--- src/rtl/ccbp_pkg.sv ---
//==============================================================================
// ccbp_pkg
// Shared types and constants for the coil command byte parser.
//==============================================================================
`default_nettype none

package ccbp_pkg;

   localparam logic [7:0]  IDLE_BYTE  = 8'hFF;
   localparam logic [6:0]  MAG_MAX    = 7'd100;
   localparam logic [15:0] LEVEL_STEP = 16'd300;
   localparam logic [14:0] LEVEL_FULL = 15'd29999;

   localparam logic [16:0] SCALE_SECS  = 17'd1;
   localparam logic [16:0] SCALE_MINS  = 17'd60;
   localparam logic [16:0] SCALE_HOURS = 17'd3600;
   localparam logic [16:0] SCALE_DAYS  = 17'd86400;

   localparam logic [1:0] TS_SECS  = 2'd0;
   localparam logic [1:0] TS_MINS  = 2'd1;
   localparam logic [1:0] TS_HOURS = 2'd2;
   localparam logic [1:0] TS_DAYS  = 2'd3;

   localparam logic [1:0] DIR_OFF = 2'd0;
   localparam logic [1:0] DIR_CW  = 2'd1;
   localparam logic [1:0] DIR_CCW = 2'd2;

   localparam logic [1:0] MODE_LOW = 2'd0;
   localparam logic [1:0] MODE_ON  = 2'd1;
   localparam logic [1:0] MODE_PWM = 2'd2;

   localparam logic [1:0] CSR_ECHO     = 2'd0;
   localparam logic [1:0] CSR_COIL     = 2'd1;
   localparam logic [1:0] CSR_TIMED    = 2'd2;
   localparam logic [1:0] CSR_PERIODIC = 2'd3;

   localparam logic [2:0] ECHO_RST     = 3'd1;
   localparam logic [2:0] COIL_RST     = 3'd2;
   localparam logic [2:0] TIMED_RST    = 3'd3;
   localparam logic [2:0] PERIODIC_RST = 3'd4;

   typedef enum logic [2:0] {
      PH_FIRST,
      PH_INTENSITY,
      PH_ON_HI,
      PH_ON_LO,
      PH_PER_HI,
      PH_PER_LO
   } phase_type;

   typedef enum logic [2:0] {
      K_NONE,
      K_IDLE,
      K_ECHO,
      K_CLEAR,
      K_DRIVE,
      K_ON,
      K_PER
   } kind_type;

   typedef struct packed {
      logic [2:0] echo_code;
      logic [2:0] coil_code;
      logic [2:0] timed_code;
      logic [2:0] periodic_code;
   } cfg_type;

   typedef struct packed {
      kind_type   kind;
      logic [7:0] data;
      logic [2:0] cmask;
      logic [7:0] high;
      logic [1:0] scale;
   } s1_type;

   typedef struct packed {
      kind_type    kind;
      logic [7:0]  data;
      logic [2:0]  cmask;
      logic [1:0]  dir;
      logic [14:0] level;
      logic [1:0]  mode;
      logic [32:0] tval;
   } s2_type;

   typedef struct packed {
      logic        reply_valid;
      logic [7:0]  reply_byte;
      logic        clear_timers;
      logic [2:0]  coil_mask;
      logic        set_drive;
      logic [1:0]  coil_direction;
      logic [14:0] drive_level;
      logic [1:0]  drive_mode;
      logic        set_time_on;
      logic [32:0] time_on_secs;
      logic        set_period;
      logic [32:0] period_secs;
   } rsp_type;

endpackage

`default_nettype wire

--- src/rtl/coil_command_byte_parser.sv ---
//==============================================================================
// coil_command_byte_parser
// Parses serial bytes into coil drive, on-time and period commands.
//==============================================================================
// Usage:
//   req_ channel carries one received byte per word (req_rx_byte); every
//   accepted byte yields exactly one rsp_ word, in order. A first byte of
//   0xFF replies idle, an echo opcode echoes, any other clears the coil timers
//   and one at or above the coil opcode starts a multi-byte command. The user
//   writes four 3-bit opcode registers via csr_ only while idle; unenforced.
// Pipeline: an accepted byte passes the parse register, the multiply register
//   and the output register in order before rsp_valid rises.
// Throughput: one byte per cycle; each stage holds one word and takes a new
//   one whenever its successor moves or it is empty, so req_ready stays high
//   while downstream bubbles remain even if rsp_ready is low.
// Stall: with rsp_ready low the output word is held; upstream stages fill,
//   then req_ready drops.
// Reset: synchronous; empties the pipeline, returns parsing to the first
//   byte, clears held command state and loads the opcode defaults.
//==============================================================================
`default_nettype none

module coil_command_byte_parser import ccbp_pkg::*; (
   input  wire logic        clock,
   input  wire logic        reset,
   input  wire logic        csr_write,
   input  wire logic [1:0]  csr_index,
   input  wire logic [2:0]  csr_wdata,
   input  wire logic        req_valid,
   output logic             req_ready,
   input  wire logic [7:0]  req_rx_byte,
   output logic             rsp_valid,
   input  wire logic        rsp_ready,
   output logic             rsp_reply_valid,
   output logic [7:0]       rsp_reply_byte,
   output logic             rsp_clear_timers,
   output logic [2:0]       rsp_coil_mask,
   output logic             rsp_set_drive,
   output logic [1:0]       rsp_coil_direction,
   output logic [14:0]      rsp_drive_level,
   output logic [1:0]       rsp_drive_mode,
   output logic             rsp_set_time_on,
   output logic [32:0]      rsp_time_on_secs,
   output logic             rsp_set_period,
   output logic [32:0]      rsp_period_secs
);

   cfg_type cfg_ff, cfg_in;
   logic    s1_valid, s1_ready;
   s1_type  s1_item;
   logic    s2_valid, s2_ready;
   s2_type  s2_item;
   rsp_type word;

   always_comb begin
      cfg_in = cfg_ff;
      if (csr_write) begin
         case (csr_index)
            CSR_ECHO:     cfg_in.echo_code     = csr_wdata;
            CSR_COIL:     cfg_in.coil_code     = csr_wdata;
            CSR_TIMED:    cfg_in.timed_code    = csr_wdata;
            CSR_PERIODIC: cfg_in.periodic_code = csr_wdata;
            default:      cfg_in = cfg_ff;
         endcase
      end
   end

   always_ff @(posedge clock) begin
      if (reset) begin
         cfg_ff.echo_code     <= ECHO_RST;
         cfg_ff.coil_code     <= COIL_RST;
         cfg_ff.timed_code    <= TIMED_RST;
         cfg_ff.periodic_code <= PERIODIC_RST;
      end else begin
         cfg_ff <= cfg_in;
      end
   end

   ccbp_parse u_parse (
      .clock     (clock),
      .reset     (reset),
      .cfg       (cfg_ff),
      .in_valid  (req_valid),
      .in_ready  (req_ready),
      .in_byte   (req_rx_byte),
      .out_valid (s1_valid),
      .out_ready (s1_ready),
      .out_item  (s1_item)
   );

   ccbp_calc u_calc (
      .clock     (clock),
      .reset     (reset),
      .in_valid  (s1_valid),
      .in_ready  (s1_ready),
      .in_item   (s1_item),
      .out_valid (s2_valid),
      .out_ready (s2_ready),
      .out_item  (s2_item)
   );

   ccbp_out u_out (
      .clock     (clock),
      .reset     (reset),
      .in_valid  (s2_valid),
      .in_ready  (s2_ready),
      .in_item   (s2_item),
      .out_valid (rsp_valid),
      .out_ready (rsp_ready),
      .out_word  (word)
   );

   assign rsp_reply_valid    = word.reply_valid;
   assign rsp_reply_byte     = word.reply_byte;
   assign rsp_clear_timers   = word.clear_timers;
   assign rsp_coil_mask      = word.coil_mask;
   assign rsp_set_drive      = word.set_drive;
   assign rsp_coil_direction = word.coil_direction;
   assign rsp_drive_level    = word.drive_level;
   assign rsp_drive_mode     = word.drive_mode;
   assign rsp_set_time_on    = word.set_time_on;
   assign rsp_time_on_secs   = word.time_on_secs;
   assign rsp_set_period     = word.set_period;
   assign rsp_period_secs    = word.period_secs;

endmodule

`default_nettype wire

--- src/rtl/ccbp_parse.sv ---
//==============================================================================
// ccbp_parse
// Command framing state machine and input register stage.
//==============================================================================
`default_nettype none

module ccbp_parse import ccbp_pkg::*; (
   input  wire logic   clock,
   input  wire logic   reset,
   input  wire cfg_type cfg,
   input  wire logic   in_valid,
   output logic        in_ready,
   input  wire logic [7:0] in_byte,
   output logic        out_valid,
   input  wire logic   out_ready,
   output s1_type      out_item
);

   phase_type  phase_ff, phase_in;
   logic [7:0] command_ff, command_in;
   logic [1:0] scale_ff, scale_in;
   logic [7:0] high_ff, high_in;
   logic       valid_ff, valid_in;
   s1_type     item_ff, item_in;
   logic       accept;
   logic [2:0] top;
   logic [2:0] btop;

   assign in_ready = !valid_ff || out_ready;
   assign accept   = in_valid && in_ready;
   assign top      = command_ff[7:5];
   assign btop     = in_byte[7:5];

   always_comb begin
      phase_in   = phase_ff;
      command_in = command_ff;
      scale_in   = scale_ff;
      high_in    = high_ff;
      if (accept) begin
         case (phase_ff)
            PH_INTENSITY: begin
               if (top >= cfg.timed_code) begin
                  scale_in = in_byte[1:0];
                  phase_in = PH_ON_HI;
               end else begin
                  phase_in = PH_FIRST;
               end
            end
            PH_ON_HI: begin
               high_in  = in_byte;
               phase_in = PH_ON_LO;
            end
            PH_PER_HI: begin
               high_in  = in_byte;
               phase_in = PH_PER_LO;
            end
            PH_ON_LO: begin
               phase_in = (top == cfg.periodic_code) ? PH_PER_HI : PH_FIRST;
            end
            PH_PER_LO: begin
               phase_in = PH_FIRST;
            end
            default: begin
               phase_in   = PH_FIRST;
               command_in = in_byte;
               if (in_byte != IDLE_BYTE && btop != cfg.echo_code && btop >= cfg.coil_code)
                  phase_in = PH_INTENSITY;
            end
         endcase
      end
   end

   always_comb begin
      item_in       = item_ff;
      valid_in      = valid_ff;
      if (accept) begin
         valid_in      = 1'b1;
         item_in.data  = in_byte;
         item_in.cmask = command_ff[4:2];
         item_in.high  = high_ff;
         item_in.scale = scale_ff;
         case (phase_ff)
            PH_INTENSITY: item_in.kind = K_DRIVE;
            PH_ON_HI:     item_in.kind = K_NONE;
            PH_PER_HI:    item_in.kind = K_NONE;
            PH_ON_LO:     item_in.kind = K_ON;
            PH_PER_LO:    item_in.kind = K_PER;
            default: begin
               if (in_byte == IDLE_BYTE)
                  item_in.kind = K_IDLE;
               else if (btop == cfg.echo_code)
                  item_in.kind = K_ECHO;
               else
                  item_in.kind = K_CLEAR;
            end
         endcase
      end else if (out_ready) begin
         valid_in = 1'b0;
      end
   end

   always_ff @(posedge clock) begin
      if (reset) begin
         phase_ff   <= PH_FIRST;
         command_ff <= '0;
         scale_ff   <= '0;
         high_ff    <= '0;
         valid_ff   <= 1'b0;
      end else begin
         phase_ff   <= phase_in;
         command_ff <= command_in;
         scale_ff   <= scale_in;
         high_ff    <= high_in;
         valid_ff   <= valid_in;
      end
   end

   always_ff @(posedge clock) begin
      item_ff <= item_in;
   end

   assign out_valid = valid_ff;
   assign out_item  = item_ff;

endmodule

`default_nettype wire

--- src/rtl/ccbp_calc.sv ---
//==============================================================================
// ccbp_calc
// Intensity to drive level conversion and time scaling multiply stage.
//==============================================================================
`default_nettype none

module ccbp_calc import ccbp_pkg::*; (
   input  wire logic   clock,
   input  wire logic   reset,
   input  wire logic   in_valid,
   output logic        in_ready,
   input  wire s1_type in_item,
   output logic        out_valid,
   input  wire logic   out_ready,
   output s2_type      out_item
);

   logic        valid_ff, valid_in;
   s2_type      item_ff, item_in;
   logic [8:0]  neg;
   logic [7:0]  mag_raw;
   logic [6:0]  mag;
   logic [15:0] lvl_prod;
   logic [16:0] factor;
   logic [15:0] tword;

   assign in_ready = !valid_ff || out_ready;

   always_comb begin
      neg      = 9'd256 - {1'b0, in_item.data};
      mag_raw  = in_item.data[7] ? neg[7:0] : in_item.data;
      mag      = (mag_raw > {1'b0, MAG_MAX}) ? MAG_MAX : mag_raw[6:0];
      lvl_prod = 16'(mag) * LEVEL_STEP - 16'd1;
      tword    = {in_item.high, in_item.data};
      case (in_item.scale)
         TS_SECS:  factor = SCALE_SECS;
         TS_MINS:  factor = SCALE_MINS;
         TS_HOURS: factor = SCALE_HOURS;
         TS_DAYS:  factor = SCALE_DAYS;
         default:  factor = SCALE_SECS;
      endcase
   end

   always_comb begin
      item_in  = item_ff;
      valid_in = valid_ff;
      if (in_valid && in_ready) begin
         valid_in      = 1'b1;
         item_in.kind  = in_item.kind;
         item_in.data  = in_item.data;
         item_in.cmask = in_item.cmask;
         if (in_item.data[7])
            item_in.dir = DIR_CCW;
         else if (in_item.data == 8'd0)
            item_in.dir = DIR_OFF;
         else
            item_in.dir = DIR_CW;
         item_in.level = (mag == 7'd0) ? 15'd0 : lvl_prod[14:0];
         if (mag == 7'd0)
            item_in.mode = MODE_LOW;
         else if (mag == MAG_MAX)
            item_in.mode = MODE_ON;
         else
            item_in.mode = MODE_PWM;
         item_in.tval = 33'(tword) * 33'(factor);
      end else if (out_ready) begin
         valid_in = 1'b0;
      end
   end

   always_ff @(posedge clock) begin
      if (reset) begin
         valid_ff <= 1'b0;
      end else begin
         valid_ff <= valid_in;
      end
   end

   always_ff @(posedge clock) begin
      item_ff <= item_in;
   end

   assign out_valid = valid_ff;
   assign out_item  = item_ff;

endmodule

`default_nettype wire

--- src/rtl/ccbp_out.sv ---
//==============================================================================
// ccbp_out
// Period check against the last on-time and result output register.
//==============================================================================
`default_nettype none

module ccbp_out import ccbp_pkg::*; (
   input  wire logic   clock,
   input  wire logic   reset,
   input  wire logic   in_valid,
   output logic        in_ready,
   input  wire s2_type in_item,
   output logic        out_valid,
   input  wire logic   out_ready,
   output rsp_type     out_word
);

   logic        valid_ff, valid_in;
   rsp_type     word_ff, word_in;
   logic [32:0] last_on_ff, last_on_in;
   logic        accept;

   assign in_ready = !valid_ff || out_ready;
   assign accept   = in_valid && in_ready;

   always_comb begin
      word_in    = word_ff;
      valid_in   = valid_ff;
      last_on_in = last_on_ff;
      if (accept) begin
         valid_in = 1'b1;
         word_in  = '0;
         case (in_item.kind)
            K_IDLE: begin
               word_in.reply_valid = 1'b1;
               word_in.reply_byte  = IDLE_BYTE;
            end
            K_ECHO: begin
               word_in.reply_valid = 1'b1;
               word_in.reply_byte  = in_item.data;
            end
            K_CLEAR: begin
               word_in.clear_timers = 1'b1;
            end
            K_DRIVE: begin
               word_in.coil_mask      = in_item.cmask;
               word_in.set_drive      = 1'b1;
               word_in.coil_direction = in_item.dir;
               word_in.drive_level    = in_item.level;
               word_in.drive_mode     = in_item.mode;
            end
            K_ON: begin
               word_in.coil_mask    = in_item.cmask;
               word_in.set_time_on  = 1'b1;
               word_in.time_on_secs = in_item.tval;
               last_on_in           = in_item.tval;
            end
            K_PER: begin
               if (in_item.tval > last_on_ff) begin
                  word_in.coil_mask   = in_item.cmask;
                  word_in.set_period  = 1'b1;
                  word_in.period_secs = in_item.tval;
               end
            end
            default: begin
               word_in = '0;
            end
         endcase
      end else if (out_ready) begin
         valid_in = 1'b0;
      end
   end

   always_ff @(posedge clock) begin
      if (reset) begin
         valid_ff   <= 1'b0;
         last_on_ff <= '0;
      end else begin
         valid_ff   <= valid_in;
         last_on_ff <= last_on_in;
      end
   end

   always_ff @(posedge clock) begin
      word_ff <= word_in;
   end

   assign out_valid = valid_ff;
   assign out_word  = word_ff;

endmodule

`default_nettype wire

--- config.mk ---
export PLATFORM = sky130hd
export DESIGN_NAME = coil_command_byte_parser
export DESIGN_NICKNAME = d
export VERILOG_FILES = /design/src/rtl/ccbp_pkg.sv /design/src/rtl/coil_command_byte_parser.sv /design/src/rtl/ccbp_parse.sv /design/src/rtl/ccbp_calc.sv /design/src/rtl/ccbp_out.sv
export SDC_FILE = /design/constraint.sdc
export NUM_CORES = 1
export LEC_CHECK = 0
export ABC_CLOCK_PERIOD_IN_PS = 6100
export BUFFER_PORTS_ARGS = -buffer_cell sky130_fd_sc_hd__buf_2
export CAP_MARGIN = 10
export CORE_ASPECT_RATIO = 1.25
export CORE_MARGIN = 1
export CORE_UTILIZATION = 40
export CTS_CLUSTER_SIZE = 12
export DETAILED_ROUTE_END_ITERATION = 10
export SYNTH_ARGS = -nofsm -noshare
export SYNTH_HDL_FRONTEND = slang
export SYNTH_SLANG_ARGS = --single-unit
--- constraint.sdc ---
create_clock -name clock -period 6.1 [get_ports clock]
set_input_delay 0.61 -clock clock [delete_from_list [all_inputs] [get_ports clock]]
set_output_delay 0.61 -clock clock [all_outputs]
set_load 0.005 [all_outputs]
-- After elaboration in Yosys (flattened, before gate mapping)
Index checks and enable logic that the tools add are counted.
- reductions and logical operators: 30
- add/sub/neg operators: 2
- multipliers: 2
- bitwise operators: 1
- multiplexer cells: 25
- equality and inequality tests: 23
- $lt $le $gt $ge: 4
- operator list (kind ; number):
    34-bit 2-to-1 mux ; 2
    17-bit one-hot mux with 4 select lines ; 1
    33-bit > comparator ; 1
    16-bit by 17-bit multiplier with 33-bit output ; 1
    20-bit 2-to-1 mux ; 1
    9-bit one-hot mux with 2 select lines ; 1
    2-bit AND reduction ; 8
    3-bit == test, second input constant ; 5
    3-bit one-hot mux with 5 select lines ; 1
    15-bit by 1-bit subtractor with 15-bit output, second input constant ; 1
    7-bit by 7-bit multiplier with 13-bit output, second input constant ; 1
    3-bit by 2-bit == test with 1-bit output, second input constant ; 4
    3-bit one-hot mux with 4 select lines ; 1
    1-bit 2-to-1 mux ; 10
    3-bit 2-to-1 mux ; 3
    2-bit == test, second input constant ; 4
    8-bit == test, second input constant ; 1
    8-bit by 7-bit > comparator with 1-bit output, second input constant ; 1
    8-bit logical NOT ; 1
    8-bit 2-to-1 mux ; 1
    8-bit != test, second input constant ; 1
    1-bit by 8-bit subtractor with 8-bit output, first input constant ; 1
    7-bit == test, second input constant ; 1
    7-bit logical NOT ; 1
    other kinds (17) ; 34
- output and inout bits: 103
- register bits after elaboration: 260
- logic and storage cells: 123
- bits of input ports: 18

-- Depth between registers and ports, before layout
- word-level depth: 6
- gate-level depth with buffers: 26
- gate-level depth less buffers: 25

-- Hierarchy
From an unflattened synthesis, not the netlist that was laid out.
- cells, all modules: 1762
- area total of the unflattened synthesis: 18790.5 sq um
- by module, submodules not included (module ; times used ; cells an instance ; area each (sq um)):
    ccbp_calc ; 1 ; 1026 ; 10461.3
    ccbp_out ; 1 ; 542 ; 5969.5
    ccbp_parse ; 1 ; 147 ; 1860.5
    coil_command_byte_parser ; 1 ; 47 ; 499.2

-- Least setup slack after synthesis
Ideal clock, no wire load.
- path kind: input port to flip-flop
- start: input rsp_ready
- end: register u_out.last_on_ff[10]
- path buffers: 1
- path slack: -0.425 ns
- data arrival time: 6.393 ns
- cell stages on the path: 6
- cell sequence: nor2b_1 nor2b_1 nand2_1 clkbuf_1 nand2_1 a21oi_1
- cells in the longest elaborated chain, start to end: 3
- ends and longest elaborated chain (item ; line ; source):
    from (decl) ; coil_command_byte_parser.sv:33 ; input wire logic rsp_ready,
    1-bit logical OR ; ccbp_out.sv:23 ; assign in_ready = !valid_ff || out_ready;
    1-bit logical AND ; ccbp_out.sv:24 ; assign accept = in_valid && in_ready;
    named net u_out.accept ; ccbp_out.sv:21 ; logic accept;
    2-bit AND reduction (no source line) ; n/a ;
    to (signal assigned) ; ccbp_out.sv:80 ; last_on_ff <= last_on_in;
    to (decl) ; ccbp_out.sv:20 ; logic [32:0] last_on_ff, last_on_in;
The timed path passes the listed nets, and every way through them passes these cells.
A chain may end at the register's enable or synchronous reset.

-- Worst setup path after layout
- start: register u_parse.item_ff (netlist bit u_parse.out_item[0])
- end: register u_calc.item_ff (netlist bit u_calc.out_item[32]) (data pin)
- cells in the longest elaborated chain, start to end: 3
- ends and longest elaborated chain (item ; line ; source):
    from (decl) ; ccbp_parse.sv:24 ; s1_type item_ff, item_in;
    from (signal assigned) ; ccbp_parse.sv:119 ; item_ff <= item_in;
    2-bit == test, or another cell as far along ; ccbp_calc.sv:35 ; case (in_item.scale)
    17-bit one-hot mux with 4 select lines (*) ; ccbp_calc.sv:35 ;
    16-bit by 17-bit multiplier with 33-bit output (*) ; ccbp_calc.sv:65 ; item_in.tval = 33'(tword) * 33'(factor);
    to (signal assigned) ; ccbp_calc.sv:80 ; item_ff <= item_in;
    to (decl) ; ccbp_calc.sv:19 ; s2_type item_ff, item_in;
Every way passes the cells marked *; elsewhere a longest branch is shown, timed or not. The select of a mux whose other input is x is not followed.

==> impl_metrics.env <==
export IMPL_post_dp_hpwl_um=30900
export IMPL_die_area_um2=47200
export IMPL_power_switching_mw=1.96
export IMPL_antenna_cells=0
export IMPL_worst_pin_slew_ns=1.15
export IMPL_setup_violations_final=5
export IMPL_path_class="flip-flop to flip-flop"
export IMPL_io_buffers=120
export IMPL_clock_sinks=256
export IMPL_timing_final_hold_violations=0
export IMPL_grt_overflow_total=0
export IMPL_synth_top_area_cell="edfxtp_1"
export IMPL_p_seq_frac=0.346
export IMPL_failed_checks="negative setup slack"
export IMPL_leakagePower_nw=10.1
export IMPL_finalWeightedCongestion=0.904
export IMPL_post_synth_top_count_cell="inv_1"
export IMPL_worst_min_path_class="input pin to flip-flop"
export IMPL_area_of_the_core_region_um2=45400
export IMPL_synth_xor_xnor_area_share=0.0241
export IMPL_setup_worst_path_end_class="flip-flop"
export IMPL_y_dimension_of_the_die_um=243
export IMPL_worst_endpoint_required_ns=6.48
export IMPL_unrepaired_setup_endpoints_after_global_routing="true"
export IMPL_finalCoreUtilization=0.491
export IMPL_worst_path_max_fanout=10
export IMPL_dominant_combinational_cell_family_by_area_after_synthesis="adder cells"
export IMPL_synthTopCellsByCount="299 x inv_1, 208 x ha_1, 189 x edfxtp_1, 152 x fa_1, 133 x nand2_1"
export IMPL_synth_yosys_seq_area_share=0.379
export IMPL_num_nets_final=2346
export IMPL_fmax_mhz=160
export IMPL_critical_path_max_stage_delay_ns=0.55
export IMPL_dr_first_iter_drc_count=572
export IMPL_most_common_cell_on_crit_path="fa_1"
export IMPL_cell_internal_pwr_mw=4.19
export IMPL_post_synth_mux_area_share=0.0125
export IMPL_clk_latency_ns=0.56
export IMPL_route_final_wire_length_um=39000
export IMPL_count_of_buffering_cells_on_the_critical_path_with_inverters_included=5
export IMPL_synth_largest_type_area_fraction=0.307
export IMPL_result_of_the_run="finished, violations left"
export IMPL_grt_usage=0.166
export IMPL_root_buffer="clkbuf_16"
export IMPL_compound_gate_portion_of_the_synthesized_area=0.0772
export IMPL_power_share_combinational=0.368
export IMPL_route_detailed_drc=0
export IMPL_post_synth_simple_gate_area=0.131
export IMPL_cap_viol_max_count=0
export IMPL_final_setup_skew_ns=0.0202
export IMPL_timing_critical_path_cells="buf_6 > ha_4 > and2_4 > inv_1 > fa_1 > fa_1 > inv_1 > fa_1 > inv_1 > fa_1 > inv_1 > fa_1 > fa_1 > ha_4 > nand3_4 > or3b_4 > a31o_1 > a41oi_2 > nand3_2 > a31o_1 > o211a_1 > a311oi_1"
export IMPL_ys_warn_count=0
export IMPL_effective_utilization_at_floorplan=0.408
export IMPL_ys_types=64
export IMPL_postRouteAntennaNets=0
export IMPL_grt_pass1_wl_um=63600
export IMPL_vias_per_cell=4.89
export IMPL_postSynthCellCount=1725
export IMPL_clockPowerShare=0.285
export IMPL_route_vias_total=12600
export IMPL_critical_path_slowest_cell="fa_1"
export IMPL_synth_area_um2=18500
export IMPL_ff_latch_area_um2=7020
export IMPL_total_cts_buffers=29
export IMPL_cell_count_post_placement=2501
export IMPL_power_per_cell_area_nw_per_um2=276
export IMPL_critical_path_arrival_ns=6.64
export IMPL_final_layout_size_suffix_gt1_frac=0.206
export IMPL_timing_final_ws_setup_ns=-0.159
export IMPL_avgRoutedWirePerCell_um=15.2
export IMPL_timing_slew_headroom=0.235
export IMPL_multi_input_gate_area_um2=10700
export IMPL_netlist_top_cells_area="edfxtp_1 31%, fa_1 16%, ha_1 14%, dfxtp_1 7.2%, inv_1 6.1%"
export IMPL_synthFlopType="edfxtp_1"
export IMPL_ir_worst_vdd_mv=0.245
export IMPL_worstSetupStartpoint="u_parse.out_item[0]"
export IMPL_maximum_number_of_pins_on_one_net_before_global_route_repair=74
export IMPL_hold_start="req_valid"
export IMPL_cts_tree="built"
export IMPL_final_period_utilization=1.03
export IMPL_antenna_violations_before_repair=0
export IMPL_synthesis_nets=2103
export IMPL_synthesis_to_layout_area_growth_pct=20.3
export IMPL_vias_in_the_first_global_route=12800
export IMPL_register_clock_pin_slew_on_the_reported_worst_setup_and_hold_paths_ns=0.07
export IMPL_crit_reg2reg_launch="u_parse.out_item[0]"
export IMPL_synth_enable_flop_cells=189
export IMPL_chipWidth_um=194
export IMPL_yosys_register_bits=256
export IMPL_ys_async_sr_fraction=0
export IMPL_htree_num_levels=1
export IMPL_fill_cells=4094
export IMPL_cts_max_path_buffers=3
export IMPL_number_of_iterations_in_the_first_detailed_routing_pass=4
export IMPL_synth_adder_area_share=0.305
export IMPL_layoutNonFillerInstCount=2568
export IMPL_holdBufCountCts=0
export IMPL_rows=87
export IMPL_critPathTopFamily="adder cells"
export IMPL_switching_share=0.319
export IMPL_finalCriticalPeriod_ns=6.26
export IMPL_top_level_ports=121
export IMPL_mean_syn_cell_area_um2=10.7
export IMPL_drv_slew=0
export IMPL_cp_start_kind="flip-flop"
-- power by group through the flow --
stage	logic, mW	clock network, mW	registers, mW
3_5_place_dp	2.07	0	2.17
6_report	2.27	1.76	2.13
3_3_place_gp	2.02	0	2.17
5_1_grt	2.56	1.87	2.15
2_1_floorplan	1.48	0	2.14
4_1_cts	2.15	1.81	2.13
-- worst paths after layout --
| path | cells after the start | slack (ns) | end |
|---|---|---|---|
| setup reg to reg | 22 | -0.16 | u_calc.out_item[32] |
| setup / recovery | 22 | -0.16 | u_calc.out_item[32] |
| hold / removal | 3 | 0.30 | u_parse.out_valid |
| hold reg to reg | 0 | 0.42 | u_calc.out_item[53] |
-- registers in the layout (all words and copies together) (netlist names) --
register	flops
u_parse.out_item	24
cfg_ff	12
u_out.out_valid	1
u_parse.scale_ff	2
u_calc.out_valid	1
u_parse.phase_ff	3
u_out.last_on_ff	33
u_parse.command_ff	6
u_parse.out_valid	1
u_out.out_word	100
u_parse.high_ff	8
u_calc.out_item	65
-- per-layer routing --
metal	wire, um	part of all wire	global-route usage
met2	20400	0.52	0.305
met3	1110	0.029	0.0202
met1	16200	0.42	0.196
met4	1260	0.032	0.0630
met5	0	0	0
-- per-stage QoR --
| step | total power, mW | setup WS [ns] | hold WS (ns) | TNS, ns | cell area (um^2) |
|---|---|---|---|---|---|
| 2_1_floorplan | 3.62 | -0.00881 | 0.400 | -0.00881 | 18700 |
| 3_3_place_gp | 4.19 | -0.434 | 0.405 | -1.99 | 20800 |
| 3_5_place_dp | 4.24 | -0.479 | 0.405 | -2.67 | 20800 |
| 4_1_cts | 6.09 | -0.193 | 0.277 | -0.593 | 21900 |
| 5_1_grt | 6.58 | -0.339 | 0.276 | -1.71 | 22300 |
| 6_report | 6.15 | -0.159 | 0.298 | -0.405 | 22300 |
-- cell families after synthesis --
| group | Yosys count |
|---|---|
| xor+xnor | 51 |
| fa+ha+maj | 360 |
| mux | 23 |
| flops | 256 |
| compound gates | 219 |
| simple gates | 467 |
| buf+inv | 349 |
-- tightest hold or removal path: stages --
cell and delay (ns):
buf_2 0.10, inv_1 0.04, a21oi_1 0.05
-- timing repair --
item	4_1_cts	5_1_grt
pin swaps	28	40
endpoints found under the setup margin	11	20
setup buffers	5	8
endpoints found under the hold margin	0	0
gates resized for setup	39	65
-- final cells by class --
class,instances,share of cell area
Clock inverter,8,0.00449
Sequential cell,256,0.315
Timing Repair Buffer,260,0.0775
Multi-Input combinational cell,1120,0.481
Clock buffer,45,0.0389
Inverter,301,0.0507
Tap cell,578,0.0325
-- cells in the final DEF, fill, tap and decap left out, types with 24 or more instances in the layout --
master | netlist | layout
edfxtp_1 | 189 | 189
a21oi_1 | 88 | 83
buf_4 | 1 | 129
nand2_1 | 133 | 125
dfxtp_1 | 67 | 67
xnor2_1 | 27 | 27
nor3b_1 | 35 | 34
a21o_1 | 34 | 34
ha_1 | 208 | 189
nor2_1 | 78 | 77
fa_1 | 152 | 143
clkbuf_16 | 0 | 30
inv_1 | 299 | 283
buf_2 | 4 | 120
and2_1 | 115 | 103
xor2_1 | 24 | 24
Power figures use the tool's default switching activity.
